[config.mk]
export PLATFORM = sky130hd
export DESIGN_NAME = framed_command_parser_crc16
export DESIGN_NICKNAME = d
export VERILOG_FILES = /design/src/design/fcp_pkg.sv /design/src/design/fcp_check.sv /design/src/design/framed_command_parser_crc16.sv
export SDC_FILE = /design/constraint.sdc
export NUM_CORES = 1
export LEC_CHECK = 0
export BUFFER_PORTS_ARGS = -buffer_cell sky130_fd_sc_hd__buf_2
export CORE_MARGIN = 4
export CORE_UTILIZATION = 25
export CTS_BUF_LIST = sky130_fd_sc_hd__clkbuf_4
export CTS_CLUSTER_DIAMETER = 100
export DETAILED_ROUTE_END_ITERATION = 10
export GPL_TIMING_DRIVEN = 0
export SETUP_SLACK_MARGIN = 0.1
export SYNTH_ARGS = -nofsm -noshare
export SYNTH_HDL_FRONTEND = slang
export SYNTH_SLANG_ARGS = --single-unit
[constraint.sdc]
create_clock -name clk -period 9.8 [get_ports clk]
set_clock_uncertainty 0.1 [all_clocks]
set_input_delay 0.98 -clock clk [delete_from_list [all_inputs] [get_ports clk]]
set_output_delay 0.98 -clock clk [all_outputs]
set_load 0.02 [all_outputs]
[src/design/fcp_pkg.sv]
// Shared types, constants and the CRC-16/CCITT-FALSE byte step for the frame parser.
package fcp_pkg;

  // Frame layout
  localparam int FRAME_BYTES = 21;
  localparam int POS_W       = 5;
  localparam int AXES        = 6;
  localparam int AXIS_FIRST  = 7;
  localparam int CRC_LO_AT   = 19;

  typedef logic [POS_W-1:0] pos_t;

  localparam pos_t POS_HUNT  = 5'd0;
  localparam pos_t POS_SYNC  = 5'd1;
  localparam pos_t POS_BODY  = 5'd2;
  localparam pos_t CRC_LAST  = 5'd18;
  localparam pos_t POS_LAST  = 5'(FRAME_BYTES - 1);

  // Bytes 0..19 are kept; the last byte is checked straight off the input
  typedef logic [7:0] frame_t [FRAME_BYTES-1];

  localparam logic [15:0] CRC_INIT = 16'hFFFF;
  localparam logic [15:0] CRC_POLY = 16'h1021;

  // Configuration register indexes
  localparam logic [2:0] CFG_HEADER_FIRST  = 3'd0;
  localparam logic [2:0] CFG_HEADER_SECOND = 3'd1;
  localparam logic [2:0] CFG_VERSION       = 3'd2;
  localparam logic [2:0] CFG_TYPE          = 3'd3;
  localparam logic [2:0] CFG_LENGTH        = 3'd4;
  localparam logic [2:0] CFG_AXIS_LIMIT    = 3'd5;

  typedef enum logic [1:0] {
    ST_GOOD     = 2'd0,
    ST_BAD_HDR  = 2'd1,
    ST_BAD_CRC  = 2'd2,
    ST_BAD_AXIS = 2'd3
  } status_t;

  typedef struct packed {
    logic [7:0]  header_first;
    logic [7:0]  header_second;
    logic [7:0]  expected_version;
    logic [7:0]  expected_type;
    logic [7:0]  expected_length;
    logic [14:0] axis_limit;
  } cfg_t;

  typedef struct packed {
    status_t              status;
    logic                 enabled;
    logic [7:0]           sequence_number;
    logic [AXES-1:0][15:0] axis;
  } result_t;

  // One byte through the MSB-first CRC, eight shifts unrolled
  function automatic logic [15:0] crc16_step(input logic [15:0] crc, input logic [7:0] b);
    logic [15:0] c;
    c = crc ^ {b, 8'h00};
    for (int k = 0; k < 8; k++) begin
      if (c[15]) begin
        c = {c[14:0], 1'b0} ^ CRC_POLY;
      end else begin
        c = {c[14:0], 1'b0};
      end
    end
    return c;
  endfunction

endpackage

[src/design/fcp_check.sv]
// Frame checks on the last byte: header fields, CRC compare, axis range, result fields.
module fcp_check (
  input  fcp_pkg::cfg_t    cfg,
  input  fcp_pkg::frame_t  frame,
  input  logic [7:0]       last_byte,
  input  logic [15:0]      crc,
  output fcp_pkg::result_t res
);
  import fcp_pkg::*;

  logic [AXES-1:0][15:0] axis;
  logic [AXES-1:0]       axis_ok;
  logic signed [16:0]    lim;
  logic [15:0]           crc_rx;
  logic                  hdr_ok;

  // Gather little-endian axes and range-check each one
  always_comb begin
    lim = $signed({2'b00, cfg.axis_limit});
    for (int i = 0; i < AXES; i++) begin
      axis[i]    = {frame[AXIS_FIRST + 2*i + 1], frame[AXIS_FIRST + 2*i]};
      axis_ok[i] = ($signed({axis[i][15], axis[i]}) <= lim) &&
                   ($signed({axis[i][15], axis[i]}) >= -lim);
    end
  end

  assign crc_rx = {last_byte, frame[CRC_LO_AT]};
  assign hdr_ok = (frame[2] == cfg.expected_version) &&
                  (frame[3] == cfg.expected_type) &&
                  (frame[5] == cfg.expected_length);

  // Pick status by priority and zero the fields of a rejected frame
  always_comb begin
    if (!hdr_ok) begin
      res.status = ST_BAD_HDR;
    end else if (crc_rx != crc) begin
      res.status = ST_BAD_CRC;
    end else if (!(&axis_ok)) begin
      res.status = ST_BAD_AXIS;
    end else begin
      res.status = ST_GOOD;
    end
    if (res.status == ST_GOOD) begin
      res.enabled         = frame[6][0];
      res.sequence_number = frame[4];
      res.axis            = axis;
    end else begin
      res.enabled         = 1'b0;
      res.sequence_number = 8'h00;
      res.axis            = '0;
    end
  end

endmodule

[src/design/framed_command_parser_crc16.sv]
// Top level: byte hunter, frame store, running CRC, counters and result register.
//
//   channel  direction  handshake               payload
//   in       input      in_valid / in_ready     rx_byte
//   out      output     out_valid / out_ready   frame_status .. bad_count
//   cfg      input      cfg_we (no wait)        cfg_index, cfg_data
//
// One byte per cycle unless stalled; each beat is handled in the cycle it is taken,
// and the last byte of a frame loads the result register, shown from the next cycle on.
// The sole limit is the single result register: input stalls only while a result
// waits and out_ready is low.
// Reset (synchronous, rst high) returns to hunting, clears counters and restores
// register defaults; no clearing pass is needed.
module framed_command_parser_crc16 (
  input  logic               clk,
  input  logic               rst,
  input  logic               in_valid,
  output logic               in_ready,
  input  logic [7:0]         rx_byte,
  output logic               out_valid,
  input  logic               out_ready,
  output logic [1:0]         frame_status,
  output logic               enabled_flag,
  output logic [7:0]         sequence_number,
  output logic signed [15:0] roll_axis,
  output logic signed [15:0] pitch_axis,
  output logic signed [15:0] yaw_axis,
  output logic signed [15:0] heave_axis,
  output logic signed [15:0] forward_axis,
  output logic signed [15:0] lateral_axis,
  output logic [31:0]        good_count,
  output logic [31:0]        bad_count,
  input  logic               cfg_we,
  input  logic [2:0]         cfg_index,
  input  logic [14:0]        cfg_data
);
  import fcp_pkg::*;

  cfg_t        cfg;
  pos_t        pos;
  pos_t        pos_next;
  logic [15:0] crc;
  logic [15:0] crc_next;
  frame_t      frame_store;
  logic        store_we;
  logic        frame_done;
  logic        in_fire;
  result_t     res;
  result_t     result;
  logic [31:0] accepted_frames;
  logic [31:0] rejected_frames;

  assign in_ready = !out_valid || out_ready;
  assign in_fire  = in_valid && in_ready;

  // Write configuration registers; ignore unused indexes
  always_ff @(posedge clk) begin
    if (rst) begin
      cfg.header_first     <= 8'hAA;
      cfg.header_second    <= 8'h55;
      cfg.expected_version <= 8'h01;
      cfg.expected_type    <= 8'h01;
      cfg.expected_length  <= 8'd13;
      cfg.axis_limit       <= 15'd1000;
    end else if (cfg_we) begin
      case (cfg_index)
        CFG_HEADER_FIRST:  cfg.header_first     <= cfg_data[7:0];
        CFG_HEADER_SECOND: cfg.header_second    <= cfg_data[7:0];
        CFG_VERSION:       cfg.expected_version <= cfg_data[7:0];
        CFG_TYPE:          cfg.expected_type    <= cfg_data[7:0];
        CFG_LENGTH:        cfg.expected_length  <= cfg_data[7:0];
        CFG_AXIS_LIMIT:    cfg.axis_limit       <= cfg_data;
        default: ;
      endcase
    end
  end

  // Hunt for the header, then advance through the body
  always_comb begin
    pos_next   = pos;
    crc_next   = crc;
    store_we   = 1'b0;
    frame_done = 1'b0;
    if (pos == POS_HUNT) begin
      if (rx_byte == cfg.header_first) begin
        pos_next = POS_SYNC;
      end
    end else if (pos == POS_SYNC) begin
      if (rx_byte == cfg.header_second) begin
        pos_next = POS_BODY;
        crc_next = CRC_INIT;
      end else if (rx_byte != cfg.header_first) begin
        pos_next = POS_HUNT;
      end
    end else if (pos > POS_LAST) begin
      pos_next = POS_HUNT;
    end else begin
      if (pos <= CRC_LAST) begin
        crc_next = crc16_step(crc, rx_byte);
      end
      if (pos == POS_LAST) begin
        pos_next   = POS_HUNT;
        frame_done = 1'b1;
      end else begin
        store_we = 1'b1;
        pos_next = pos + 5'd1;
      end
    end
  end

  always_ff @(posedge clk) begin
    if (rst) begin
      pos <= POS_HUNT;
      crc <= CRC_INIT;
    end else if (in_fire) begin
      pos <= pos_next;
      crc <= crc_next;
    end
  end

  // Store body bytes up to the CRC low byte
  always_ff @(posedge clk) begin
    if (in_fire && store_we) begin
      frame_store[pos] <= rx_byte;
    end
  end

  fcp_check u_check (
    .cfg       (cfg),
    .frame     (frame_store),
    .last_byte (rx_byte),
    .crc       (crc),
    .res       (res)
  );

  // Count frames; counters change only when a result loads
  always_ff @(posedge clk) begin
    if (rst) begin
      accepted_frames <= 32'd0;
      rejected_frames <= 32'd0;
    end else if (in_fire && frame_done) begin
      if (res.status == ST_GOOD) begin
        accepted_frames <= accepted_frames + 32'd1;
      end else begin
        rejected_frames <= rejected_frames + 32'd1;
      end
    end
  end

  // Result register: load on frame end, drop when the beat is taken
  always_ff @(posedge clk) begin
    if (rst) begin
      out_valid <= 1'b0;
    end else if (in_fire && frame_done) begin
      out_valid <= 1'b1;
    end else if (out_ready) begin
      out_valid <= 1'b0;
    end
  end

  always_ff @(posedge clk) begin
    if (in_fire && frame_done) begin
      result <= res;
    end
  end

  assign frame_status    = result.status;
  assign enabled_flag    = result.enabled;
  assign sequence_number = result.sequence_number;
  assign roll_axis       = $signed(result.axis[0]);
  assign pitch_axis      = $signed(result.axis[1]);
  assign yaw_axis        = $signed(result.axis[2]);
  assign heave_axis      = $signed(result.axis[3]);
  assign forward_axis    = $signed(result.axis[4]);
  assign lateral_axis    = $signed(result.axis[5]);
  assign good_count      = accepted_frames;
  assign bad_count       = rejected_frames;

  // Position never runs past the last frame byte
  a_pos_range: assert property (@(posedge clk) disable iff (rst) pos <= POS_LAST)
    else $error("byte position out of range");

  // Input stalls only behind a waiting result
  a_stall_cause: assert property (@(posedge clk) disable iff (rst)
    !in_ready |-> (out_valid && !out_ready))
    else $error("input stalled without a pending result");

  // Every completed frame bumps exactly one counter by one
  a_count_step: assert property (@(posedge clk) disable iff (rst)
    (in_fire && frame_done) |=>
      (32'(good_count + bad_count) == 32'($past(good_count) + $past(bad_count) + 32'd1)))
    else $error("frame counters out of step");

  // A rejected frame reports zero fields
  a_reject_zero: assert property (@(posedge clk) disable iff (rst)
    (out_valid && result.status != ST_GOOD) |->
      (!enabled_flag && sequence_number == 8'h00 && result.axis == '0))
    else $error("rejected frame carries data");

  // A good frame bumps the good counter by one
  a_good_count: assert property (@(posedge clk) disable iff (rst)
    (in_fire && frame_done && res.status == ST_GOOD) |=>
      (good_count == 32'($past(good_count) + 32'd1)))
    else $error("good frame not counted");

endmodule

* Yosys cells after proc, flatten, opt, wreduce, memory -nomap -nowiden
Cells that the tools add are included.
** Storage, ports and cells
- Word-level logic and storage cells :: 183
- Register bits after elaboration :: 408
- Bits of input ports :: 31
** Operators by class
- Equal/unequal tests :: 18
- $lt $le $gt $ge :: 16
- Add/sub/neg operators :: 4
- Reductions and logical operators :: 30
- Bitwise logic cells :: 12
- Mux-type cells :: 63
** Operator list (count)
- $mux W16 :: 32
- $bwmux W160 :: 1
- $mux W13 :: 8
- $ge A16 B17 Y1 :: 6
- $le A16 B16 Y1 :: 6
- $add A32 B1 Y32 const B :: 2
- $demux W8 S5 :: 1
- $eq A8 B8 Y1 :: 5
- $mux W5 :: 7
- $not A3 Y3 :: 8
- $neg A15 Y17 :: 1
- $ne A16 B16 Y1 :: 1
- $reduce_and A2 Y1 :: 8
- $xor A16 B16 Y16 :: 1
- $logic_and A1 B1 Y1 :: 12
- $mux W1 :: 10
- $mux W8 :: 1
- $ne A8 B8 Y1 :: 1
- $eq A3 B2 Y1 const B :: 2
- $eq A3 B3 Y1 const B :: 2
- $ge A6 B6 Y1 const B :: 1
- $lt A6 B1 Y1 const B :: 1
- $mux W2 :: 3
- $not A5 Y6 :: 1
- 19 further kinds :: 22

* Depth between registers and ports, before layout
Gate-level depths: netlist (run 1).
- Depth after elaboration :: 48
- Gate-level depth with buffers :: 18
- Mapped depth without buffers :: 16

* By module
From an unflattened synthesis (run 1), not the netlist that was laid out.
** Unflattened totals
- Cells, all modules :: 1906
- Area total of the unflattened synthesis :: 20639.8 sq um
** Modules (own cells, without submodules)
- framed_command_parser_crc16 :: seq. area each 10840.4 sq um, times used 1, cells each 1040, area each 14346.3 sq um
- fcp_check :: seq. area each 0.0 sq um, times used 1, cells each 866, area each 6293.5 sq um

* Worst setup path after synthesis (run 1)
OpenSTA, ideal clock, no wires.
- Path kind :: input-to-reg
- Start :: input out_ready
- End :: register accepted_frames[1] (netlist: good_count[1])
- Buffers on the path :: 2
- Required time :: 9.572 ns
- Library setup time :: 0.128 ns
- Path slack :: 4.081 ns
- Arrival time :: 5.491 ns
- Cell stages on the path :: 9
- Cells stage by stage :: nand2b_1 > and2_1 > nand4_1 > clkinv_1 > nand4_2 > buf_2 > clkbuf_1 > mux2i_1 > nor2_1
** On the way
- Cells in the longest elaborated chain, start to end :: 4
** Ends and longest elaborated chain
- from (decl) :: line framed_command_parser_crc16.sv:21 : input logic out_ready,
- $logic_or A1 B1 Y1 :: line framed_command_parser_crc16.sv:53 : assign in_ready = !out_valid || out_ready;
- $logic_and A1 B1 Y1 :: line framed_command_parser_crc16.sv:54 : assign in_fire = in_valid && in_ready;
- $logic_and A1 B1 Y1 :: line framed_command_parser_crc16.sv:141 : end else if (in_fire && frame_done) begin
- $reduce_and A2 Y1 (no line)
- to (signal assigned) :: line framed_command_parser_crc16.sv:143 : accepted_frames <= accepted_frames + 32'd1;
- to (decl) :: line framed_command_parser_crc16.sv:50 : logic [31:0] accepted_frames;
No other way between the ends.
A chain may end at the register's enable or synchronous reset.

* Worst setup path after layout (run 1)
- Start :: register, netlist name cfg[1]
- End :: register result (netlist bit roll_axis[14]), data pin
** On the way
- Cells in the longest elaborated chain, start to end :: 8
- Elaborated cells on any way between the ends :: 24
- Those cells by class :: add/sub: 1; order compare: 12; mux: 3; reduce/logical: 8
** Ends and longest elaborated chain
- $neg A15 Y17 :: line fcp_check.sv:23 : ($signed({axis[i][15], axis[i]}) >= -lim);
- $ge A16 B17 Y1 :: line fcp_check.sv:23
- $logic_and A1 B1 Y1 :: line fcp_check.sv:22 : axis_ok[i] = ($signed({axis[i][15], axis[i]}) <= lim) &&
- $reduce_and A6 Y1 * :: line fcp_check.sv:38 : end else if (!(&axis_ok)) begin
- $mux W2 * :: line fcp_check.sv:38
- $mux W2 * :: line fcp_check.sv:36 : end else if (crc_rx != crc) begin
- $mux W2 * :: line fcp_check.sv:34 : if (!hdr_ok) begin
- $logic_not A2 Y1 * :: line fcp_check.sv:43 : if (res.status == ST_GOOD) begin
- to (signal assigned) :: line framed_command_parser_crc16.sv:163 : result <= res;
- to (decl) :: line framed_command_parser_crc16.sv:49 : result_t result;
Mark *: on every way between the ends. The rest lies on a longest branch, timed or not.

==> impl_metrics.py, run 1 <==
metrics = {
    "routing": {
        "wire_per_inst_um": 20.1,
        "drt_wl_total_um": 65100,
        "viasPerCell": 4.77,
        "drc": 0,
        "antenna_left": 0,
        "firstDrtPassIters": 7,
        "detail_route.iter0.violations": 1138,
        "dr_total_vias": 15400,
    },
    "setup_path": {
        "cp.arrival_ns": 7.12,
        "cp_slowest_stage_delay_ns": 0.75,
        "required_ns": 10.36,
        "ff2ff_path_depth": 16,
        "timing.rr.start": "cfg[1]$_SDFFE_PP0P_",
        "crit_path_start": "cfg[1]$_SDFFE_PP0P_",
        "crit_fanout": 10,
        "cp_cell_sequence": "inv_1, ha_1, nand2b_1, or4_1, nor4_2, ha_1, nand4_1, a211oi_1, o41ai_1, a2111o_1, a32oi_1, or4b_4, nor3_2, buf_2, clkbuf_1, and2_1",
        "crit_path_end_kind": "flip-flop",
        "crit_slowest_cell": "nor4_2",
        "path_class": "flip-flop to flip-flop",
        "crit_top_cell": "ha_1",
        "critPathLaunchType": "flip-flop",
    },
    "floorplan": {
        "die_w_um": 287,
        "fp.dieH_um": 287,
        "rows": 102,
        "start_util": 0.252,
        "dieArea_um2": 82600,
        "core_area_um2": 77300,
        "io_pins": 204,
    },
    "logic_synthesis": {
        "ys_seq_area_frac": 0.520,
        "synth_fp_nets": 2020,
        "synthCells": 1808,
        "synth_ff_type": "edfxtp_1",
        "ys_ff_latch": 385,
        "synth_cell_type_count": 73,
        "synth_edf_count": 244,
        "yosys-top-cells-area": "edfxtp_1 (38%), dfxtp_1 (14%), ha_1 (12%)",
        "yosysTopAreaCellShare": 0.376,
        "async_reset_ff_frac": 0,
        "yosysTopAreaCell": "edfxtp_1",
        "syn_avg_cell_area_um2": 10.8,
        "syn_area_um2": 19500,
        "synth_warnings": 0,
    },
    "clocking": {
        "ctsHoldBuffers": 0,
        "clk_latency_ns": 0.93,
        "cts_max_path_buffers": 3,
        "cts.clk_slew.worst_paths_ns": 0.06,
        "cts_tree": "done",
        "cts_resized": 0,
        "cts_setup_buffers": 0,
        "clock-sinks": 385,
        "cts_max_level": 3,
        "cts_root_buf": "clkbuf_4",
        "cts-buffers-inserted": 106,
    },
    "power_and_ir_drop": {
        "p_comb_frac": 0.045,
        "p_per_area_nw_per_um2": 143,
        "ir_drop_mv": 0.0700,
        "p_int_w": 0.00250,
        "switchingPower_w": 0.000818,
        "p_clk_frac": 0.436,
        "swShare": 0.246,
        "leakage_nw": 8.32,
        "p_seq_frac": 0.519,
    },
    "timing": {
        "worstMarginPinSlew_ns": 1.41,
        "setup_viol": 0,
        "fin_crit_ns": 6.56,
        "finalSetupTns_ns": 0,
        "hold_viol_final": 0,
        "drv_slew": 0,
        "slew_headroom": 0.0511,
        "fmax_ghz": 0.152,
        "rsz0062_at_grt": "false",
        "post-route-period-util": 0.670,
    },
    "place": {
        "gp_congestion": 0.888,
        "port_buffers": 202,
        "dpl.cell_count": 3052,
        "dp_hpwl_um": 45800,
    },
    "layout": {
        "final_nets": 2332,
        "layout.cells.non_filler": 3238,
        "final_cell_mix": "edfxtp_1 (244), buf_2 (206), nand2_1 (202), ha_1 (181)",
        "final_common_cell": "edfxtp_1",
        "nFillCells": 8134,
        "area_growth_pct": 19.0,
        "drive_above_1_share": 0.183,
    },
    "worst_hold_path": {
        "hp-class": "primary input to flip-flop",
        "hold_depth": 3,
        "min_from": "cfg_data[14]",
    },
    "global_route": {
        "grt_max_degree": 93,
        "antenna_found_initial": 4,
        "grt_pass1_wl_um": 94800,
        "grt-ovfl-total": 0,
        "grtUsageTotal": 0.154,
        "grt_pass1_vias": 15100,
    },
    "run": {
        "maxCapViolations": 0,
    },
    "status": {
        "status": "complete, no violations",
    },
}
==> worst paths after layout <==
path	to	slack [ns]
max reg2reg	roll_axis[14]$_SDFFCE_PP0P_	3.24
max	roll_axis[14]$_SDFFCE_PP0P_	3.24
min reg2reg	cfg[44]$_SDFFE_PP0P_	0.37
min	cfg[14]$_SDFFE_PP0P_	0.25
==> layer usage <==
layer	part of all wire	vias up	GRT usage
li1	-	7393	-
met1	0.44	7438	0.201
met2	0.47	483	0.252
met3	0.063	122	0.0324
met4	0.029	2	0.0545
met5	0.00020	-	0
==> stage by stage <==
stage / power, W / util / hold slack [ns] / instance area [um^2] / worst slack (ns)
floorplan: 0.00184 / - / 0.348 / 19500 / 4.08
global placement: 0.00190 / 0.282 / 0.354 / 21800 / 1.07
detailed placement: 0.00191 / 0.283 / 0.359 / 21900 / 3.45
CTS: 0.00337 / 0.300 / 0.170 / 23200 / 3.33
global route: 0.00347 / 0.300 / 0.200 / 23200 / 3.05
finish: 0.00332 / 0.300 / 0.248 / 23200 / 3.24
==> cells in the mapped netlist, drive strengths merged, types with 20 or more instances <==
master  number
nand2      203
o31ai       20
nor2        63
o21ai       81
nand3       55
xor2        36
edfxtp     244
and2       113
and3        31
a21oi      146
nor3        20
or3         36
dfxtp      141
inv         54
clkbuf      45
xnor2       58
nand4       45
ha         181
==> cell families (layout without fill, tap and decap cells) <==
logic type      count (synthesis)  in the layout  synth area share
xor+xnor                       94             94            0.0422
simple gates                  666            666             0.182
compound gates                362            362             0.112
buf+inv                       112            498            0.0232
other cells                     0              4                 0
mux                             6              6           0.00340
flops                         385            385             0.520
fa+ha+maj                     183            183             0.117
==> power groups by stage <==
| stage | registers [W] | clock network (W) | logic, W |
|---|---|---|---|
| 2_1_floorplan | 0.00176 | 0 | 0.0000795 |
| 3_3_place_gp | 0.00176 | 0 | 0.000146 |
| 3_5_place_dp | 0.00176 | 0 | 0.000148 |
| 4_1_cts | 0.00172 | 0.00150 | 0.000149 |
| 5_1_grt | 0.00172 | 0.00158 | 0.000164 |
| 6_report | 0.00172 | 0.00145 | 0.000150 |
==> critical path, delay by kind of cell (launching register included) <==
family	cells	cell delay (ns)
simple gates	7	2.77
fa+ha+maj	2	0.61
compound gates	4	1.13
flops	1	0.34
buf+inv	3	1.33
==> layout make-up <==
| cell class | count | area, um^2 | area share |
|---|---|---|---|
| Multi-Input combinational cell | 1311 | 8930 | 0.385 |
| Sequential cell | 385 | 10100 | 0.437 |
| Clock buffer | 146 | 1100 | 0.0472 |
| Inverter | 55 | 211 | 0.00911 |
| Clock inverter | 36 | 216 | 0.00933 |
| Timing Repair Buffer | 204 | 1050 | 0.0451 |
| Antenna cell | 4 | 10.0 | 0.000431 |
| Tap cell | 1040 | 1300 | 0.0561 |
| Buffer | 57 | 246 | 0.0106 |
==> registers in the layout (all words and copies together) (netlist names) <==
name / cells
enabled_flag: 1
forward_axis: 16
yaw_axis: 16
roll_axis: 16
good_count: 32
cfg: 55
heave_axis: 16
out_valid: 1
pitch_axis: 16
crc: 16
frame_store: 137
sequence_number: 8
pos: 5
lateral_axis: 16
bad_count: 32
frame_status: 2
No activity file was read; power rests on OpenSTA's default activity.
==> inputs of run 2 (changes only) <==
Clock period 9.8 ns to 5.65 ns, I/O delays scaled along.
==> run 2 against run 1 <==
Register-to-register slack worse by 3.1 ns. Hold slack worse by 0.16 ns. Flip-flop and latch count unchanged. Via count up 0.95%. Die area unchanged. Final cell count up 1.2%. Utilization up 0.72 points. Non-clock buffer count up 40. Critical path depth up 1.
==> impl_metrics.py, run 2 (synthesis results as in run 1) <==
metrics = {
    "timing": {
        "fmax_ghz": 0.181,
        "worstMarginPinSlew_ns": 1.37,
        "rsz0062_at_grt": "false",
        "post-route-period-util": 0.977,
        "slew_headroom": 0.0788,
        "fin_crit_ns": 5.52,
        "setup_viol": 0,
        "hold_viol_final": 0,
        "drv_slew": 0,
        "finalSetupTns_ns": 0,
    },
    "clocking": {
        "cts_tree": "done",
        "clk_latency_ns": 0.92,
        "clock-sinks": 385,
        "cts_root_buf": "clkbuf_4",
        "cts_max_path_buffers": 3,
        "cts.clk_slew.worst_paths_ns": 0.06,
        "cts_max_level": 3,
        "cts-buffers-inserted": 106,
    },
    "setup_path": {
        "path_class": "flip-flop to flip-flop",
        "required_ns": 6.23,
        "cp.arrival_ns": 6.10,
        "ff2ff_path_depth": 17,
        "critPathLaunchType": "flip-flop",
        "crit_path_end_kind": "flip-flop",
        "crit_fanout": 10,
    },
    "worst_hold_path": {
        "hp-class": "primary input to flip-flop",
        "hold_depth": 4,
    },
    "routing": {
        "drc": 0,
        "antenna_left": 0,
        "drt_wl_total_um": 65700,
        "viasPerCell": 4.76,
        "dr_total_vias": 15600,
        "wire_per_inst_um": 20.0,
        "detail_route.iter0.violations": 1150,
        "firstDrtPassIters": 6,
    },
    "floorplan": {
        "fp.dieH_um": 287,
        "die_w_um": 287,
        "core_area_um2": 77300,
        "start_util": 0.252,
        "io_pins": 204,
        "dieArea_um2": 82600,
        "rows": 102,
    },
    "layout": {
        "final_nets": 2372,
        "nFillCells": 8103,
        "top_regs": "frame_store: 137 flops, cfg: 55 flops",
        "regArea_um2": 10200,
        "drive_above_1_share": 0.203,
        "multiInputGateArea_um2": 9090,
        "largest_register_ffs": 137,
        "area_growth_pct": 21.8,
        "final_common_cell": "edfxtp_1",
        "regMostFlops": "frame_store",
        "final_cell_mix": "edfxtp_1 (244), buf_2 (204), nand2_1 (202), ha_1 (179), clkbuf_4 (149)",
    },
    "global_route": {
        "grt_max_degree": 93,
        "grtUsageTotal": 0.154,
        "antenna_found_initial": 4,
        "grt_pass1_wl_um": 95300,
        "grt_pass1_vias": 15300,
        "grt-ovfl-total": 0,
    },
    "power_and_ir_drop": {
        "leakage_nw": 8.58,
        "ir_drop_mv": 0.122,
        "total_power_w": 0.00577,
        "p_per_area_nw_per_um2": 243,
    },
    "place": {
        "gp_congestion": 0.888,
        "port_buffers": 202,
        "dp_hpwl_um": 45800,
    },
    "run": {
        "maxCapViolations": 0,
    },
    "status": {
        "status": "complete, no violations",
    },
}
==> run 2: metal layers <==
layer  track usage  routed length (um)  up-vias
met5             0                  13        -
met4        0.0579                2170        2
met3        0.0312                4580      132
met2         0.253               30700      539
met1         0.201               28200     7431
li1              -                   -     7480
==> run 2: final cells by class <==
cell class / count / area share
Inverter: 55 / 0.00906
Clock inverter: 36 / 0.00911
Clock buffer: 146 / 0.0461
Sequential cell: 385 / 0.427
Tap cell: 1040 / 0.0548
Antenna cell: 2 / 0.000211
Multi-Input combinational cell: 1311 / 0.383
Timing Repair Buffer: 244 / 0.0589
Buffer: 57 / 0.0120
==> run 2: report_power, final <==
part | switching [W] | leakage, nW | internal [W]
combinational | 0.000188 | 4.70 | 0.0000867
clock | 0.00122 | 0.777 | 0.00128
sequential | 0.00000918 | 3.11 | 0.00298
total | 0.00142 | 8.58 | 0.00435
==> run 2: final timing paths <==
| kind | startpoint | to | slack (ns) |
|---|---|---|---|
| worst min register to register | cfg[44]$_SDFFE_PP0P_ | cfg[44]$_SDFFE_PP0P_ | 0.37 |
| worst max register to register | cfg[2]$_SDFFE_PP0P_ | roll_axis[11]$_SDFFCE_PP0P_ | 0.13 |
| worst min-delay path | cfg_index[0] | cfg[35]$_SDFFE_PP0P_ | 0.09 |
| worst max-delay path | cfg[2]$_SDFFE_PP0P_ | roll_axis[11]$_SDFFCE_PP0P_ | 0.13 |
==> run 2: through the flow <==
stage	std cells	utilization	setup WS (ns)	area, um^2	hold slack [ns]
finish	3276	0.307	0.129	23800	0.0925
global route	3276	0.307	0.0525	23800	0.0556
CTS	3258	0.305	0.115	23600	0.00226
detailed placement	3052	0.283	-0.705	21900	0.359
global placement	3050	0.282	-2.67	21800	0.354
floorplan	1808	-	0.346	19500	0.348
==> run 2: worst max-delay path: stages, from the launching register on <==
cell      delay, ns
dfxtp_2        0.36
or4_1          0.54
buf_4          0.19
or4_4          0.47
nor3_4         0.30
xnor2_4        0.17
ha_4           0.31
nand4_1        0.17
a211oi_2       0.24
o41ai_1        0.13
a2111o_1       0.44
a32oi_2        0.27
or4b_4         0.59
nor3_4         0.25
buf_4          0.15
buf_8          0.14
clkbuf_4       0.22
and2_1         0.24
==> run 2: what timing repair did <==
item,4_1_cts,5_1_grt
endpoints found under the hold margin,55,0
cloned,0,1
hold buffers,20,0
buffers inserted,4,15
setup endpoints to repair,169,141
resized for setup,28,28
pin swaps,0,9
==> inputs of run 3 (changes only) <==
Settings changed: REMOVE_ABC_BUFFERS set to 1.
==> run 3 against run 2 <==
Cell area decreased by 0.57%. Count of clock-buffer cells in the layout increased by 7. Combinational power decreased by 8.0%. Routed wire length decreased by 7.5%. Final cell count decreased by 1.2%. Largest cell class unchanged. Sequential power about the same. Critical path type unchanged. Largest power group unchanged. First-iteration DRC count decreased by 17%.
==> impl_metrics.py, run 3 (synthesis results as in run 1) <==
metrics = {
    "status": {
        "status": "complete, no violations",
    },
    "clocking": {
        "cts_max_path_buffers": 3,
        "cts-buffers-inserted": 108,
        "clock-sinks": 385,
        "cts_max_level": 3,
        "clk_latency_ns": 0.86,
        "cts_tree": "done",
        "cts_root_buf": "clkbuf_4",
        "cts.clk_slew.worst_paths_ns": 0.08,
    },
    "timing": {
        "setup_slack_ns": 0.331,
        "setup_viol": 0,
        "rsz0062_at_grt": "true",
        "hold_viol_final": 0,
        "fin_crit_ns": 5.32,
        "slew_headroom": 0.208,
        "worstMarginPinSlew_ns": 1.18,
        "fmax_ghz": 0.188,
        "drv_slew": 0,
        "post-route-period-util": 0.941,
    },
    "setup_path": {
        "crit_path_end_kind": "flip-flop",
        "critPathLaunchType": "flip-flop",
        "crit_fanout": 38,
        "required_ns": 6.25,
        "cp.arrival_ns": 5.92,
        "path_class": "flip-flop to flip-flop",
    },
    "routing": {
        "dr_total_vias": 15300,
        "antenna_left": 0,
        "firstDrtPassIters": 4,
        "wire_per_inst_um": 18.8,
        "detail_route.iter0.violations": 951,
        "viasPerCell": 4.72,
        "drt_wl_total_um": 60800,
        "drc": 0,
    },
    "worst_hold_path": {
        "hp-class": "primary input to flip-flop",
    },
    "layout": {
        "drive_above_1_share": 0.200,
        "final_nets": 2317,
        "nFillCells": 8157,
        "final_common_cell": "edfxtp_1",
        "final_cell_mix": "edfxtp_1 (244), nand2_1 (202), buf_2 (202), ha_1 (179), clkbuf_4 (153)",
        "layout.cells.non_filler": 3237,
        "area_growth_pct": 21.1,
        "largest_register_ffs": 137,
        "top_regs": "frame_store: 137 flops, cfg: 55 flops",
        "regMostFlops": "frame_store",
    },
    "power_and_ir_drop": {
        "p_seq_frac": 0.516,
        "total_power_w": 0.00579,
        "ir_drop_mv": 0.160,
        "p_comb_frac": 0.044,
        "leakage_nw": 8.53,
        "p_int_w": 0.00437,
        "p_clk_frac": 0.440,
        "switchingPower_w": 0.00142,
        "p_per_area_nw_per_um2": 245,
        "swShare": 0.246,
    },
    "place": {
        "gp_congestion": 0.881,
        "dpl_worst_slack_ns": -1.19,
        "dpl.cell_count": 3001,
        "port_buffers": 203,
        "dp_hpwl_um": 42700,
    },
    "global_route": {
        "grt_max_degree": 73,
        "grt_pass1_vias": 14900,
        "antenna_found_initial": 3,
        "grt_pass1_wl_um": 90400,
        "grt-ovfl-total": 0,
        "grtUsageTotal": 0.144,
    },
    "floorplan": {
        "io_pins": 204,
        "start_util": 0.252,
        "die_w_um": 287,
        "dieArea_um2": 82600,
        "rows": 102,
        "fp.dieH_um": 287,
        "core_area_um2": 77300,
    },
    "run": {
        "maxCapViolations": 0,
    },
}
## run 3: cell type report
type,instances,area [um^2],area share
clock buffer,153,1150,0.0486
tap,1040,1300,0.0551
timing repair buffer,241,1450,0.0613
sequential,385,10200,0.430
antenna,3,7.51,0.000318
clock inverter,46,231,0.00980
multi-input combinational,1314,9130,0.386
inverter,55,214,0.00905
## run 3: timing repair
action	CTS	global route
endpoints found under the setup margin	170	162
cloned	3	0
hold endpoints to repair	55	1
hold buffers	16	1
gates resized for setup	11	17
setup buffers	11	3
pin swaps	3	5
## run 3: power by group through the flow
stage	combinational, W	sequential [W]	clock [W]
floorplan	0.000126	0.00305	0
global placement	0.000234	0.00305	0
detailed placement	0.000240	0.00305	0
CTS	0.000250	0.00299	0.00265
global route	0.000280	0.00299	0.00282
finish	0.000252	0.00299	0.00255
## run 3: routing by layer
layer	part of all wire	vias up	wire [um]	global-route usage
li1	-	7383	-	-
met1	0.42	7385	25800	0.181
met2	0.49	422	29700	0.242
met3	0.067	95	4070	0.0374
met4	0.021	2	1270	0.0448
met5	0.00021	-	13	0
## run 3: path summary, 6_finish.rpt
path	startpoint	slack [ns]	endpoint	cells after the start
min reg2reg	cfg[40]$_SDFFE_PP0P_	0.37	cfg[40]$_SDFFE_PP0P_	2
min	cfg_index[1]	0.12	cfg[37]$_SDFFE_PP0P_	5
max reg2reg	cfg[2]$_SDFFE_PP0P_	0.33	lateral_axis[8]$_SDFFCE_PP0P_	16
max	cfg[2]$_SDFFE_PP0P_	0.33	lateral_axis[8]$_SDFFCE_PP0P_	16
## run 3: critical path: stages (launching register included)
cell	delay [ns]
dfxtp_1	0.37
or4_4	0.61
or4_4	0.60
nor3_4	0.28
xnor2_4	0.16
ha_4	0.32
nand4_1	0.18
a211oi_2	0.24
o41ai_1	0.13
a2111o_1	0.44
a32oi_2	0.28
or4b_4	0.57
nor3_4	0.22
buf_4	0.17
buf_16	0.14
buf_8	0.19
and2_1	0.16
## run 3: metrics by stage
| step | hold WS (ns) | utilization | cell area, um^2 | setup TNS, ns |
|---|---|---|---|---|
| 2_1_floorplan | 0.342 | - | 19300 | -71.80 |
| 3_3_place_gp | 0.353 | 0.279 | 21600 | -735.89 |
| 3_5_place_dp | 0.360 | 0.281 | 21700 | -92.39 |
| 4_1_cts | 0.00253 | 0.304 | 23500 | 0 |
| 5_1_grt | 0.0826 | 0.305 | 23600 | 0 |
| 6_report | 0.122 | 0.306 | 23600 | 0 |
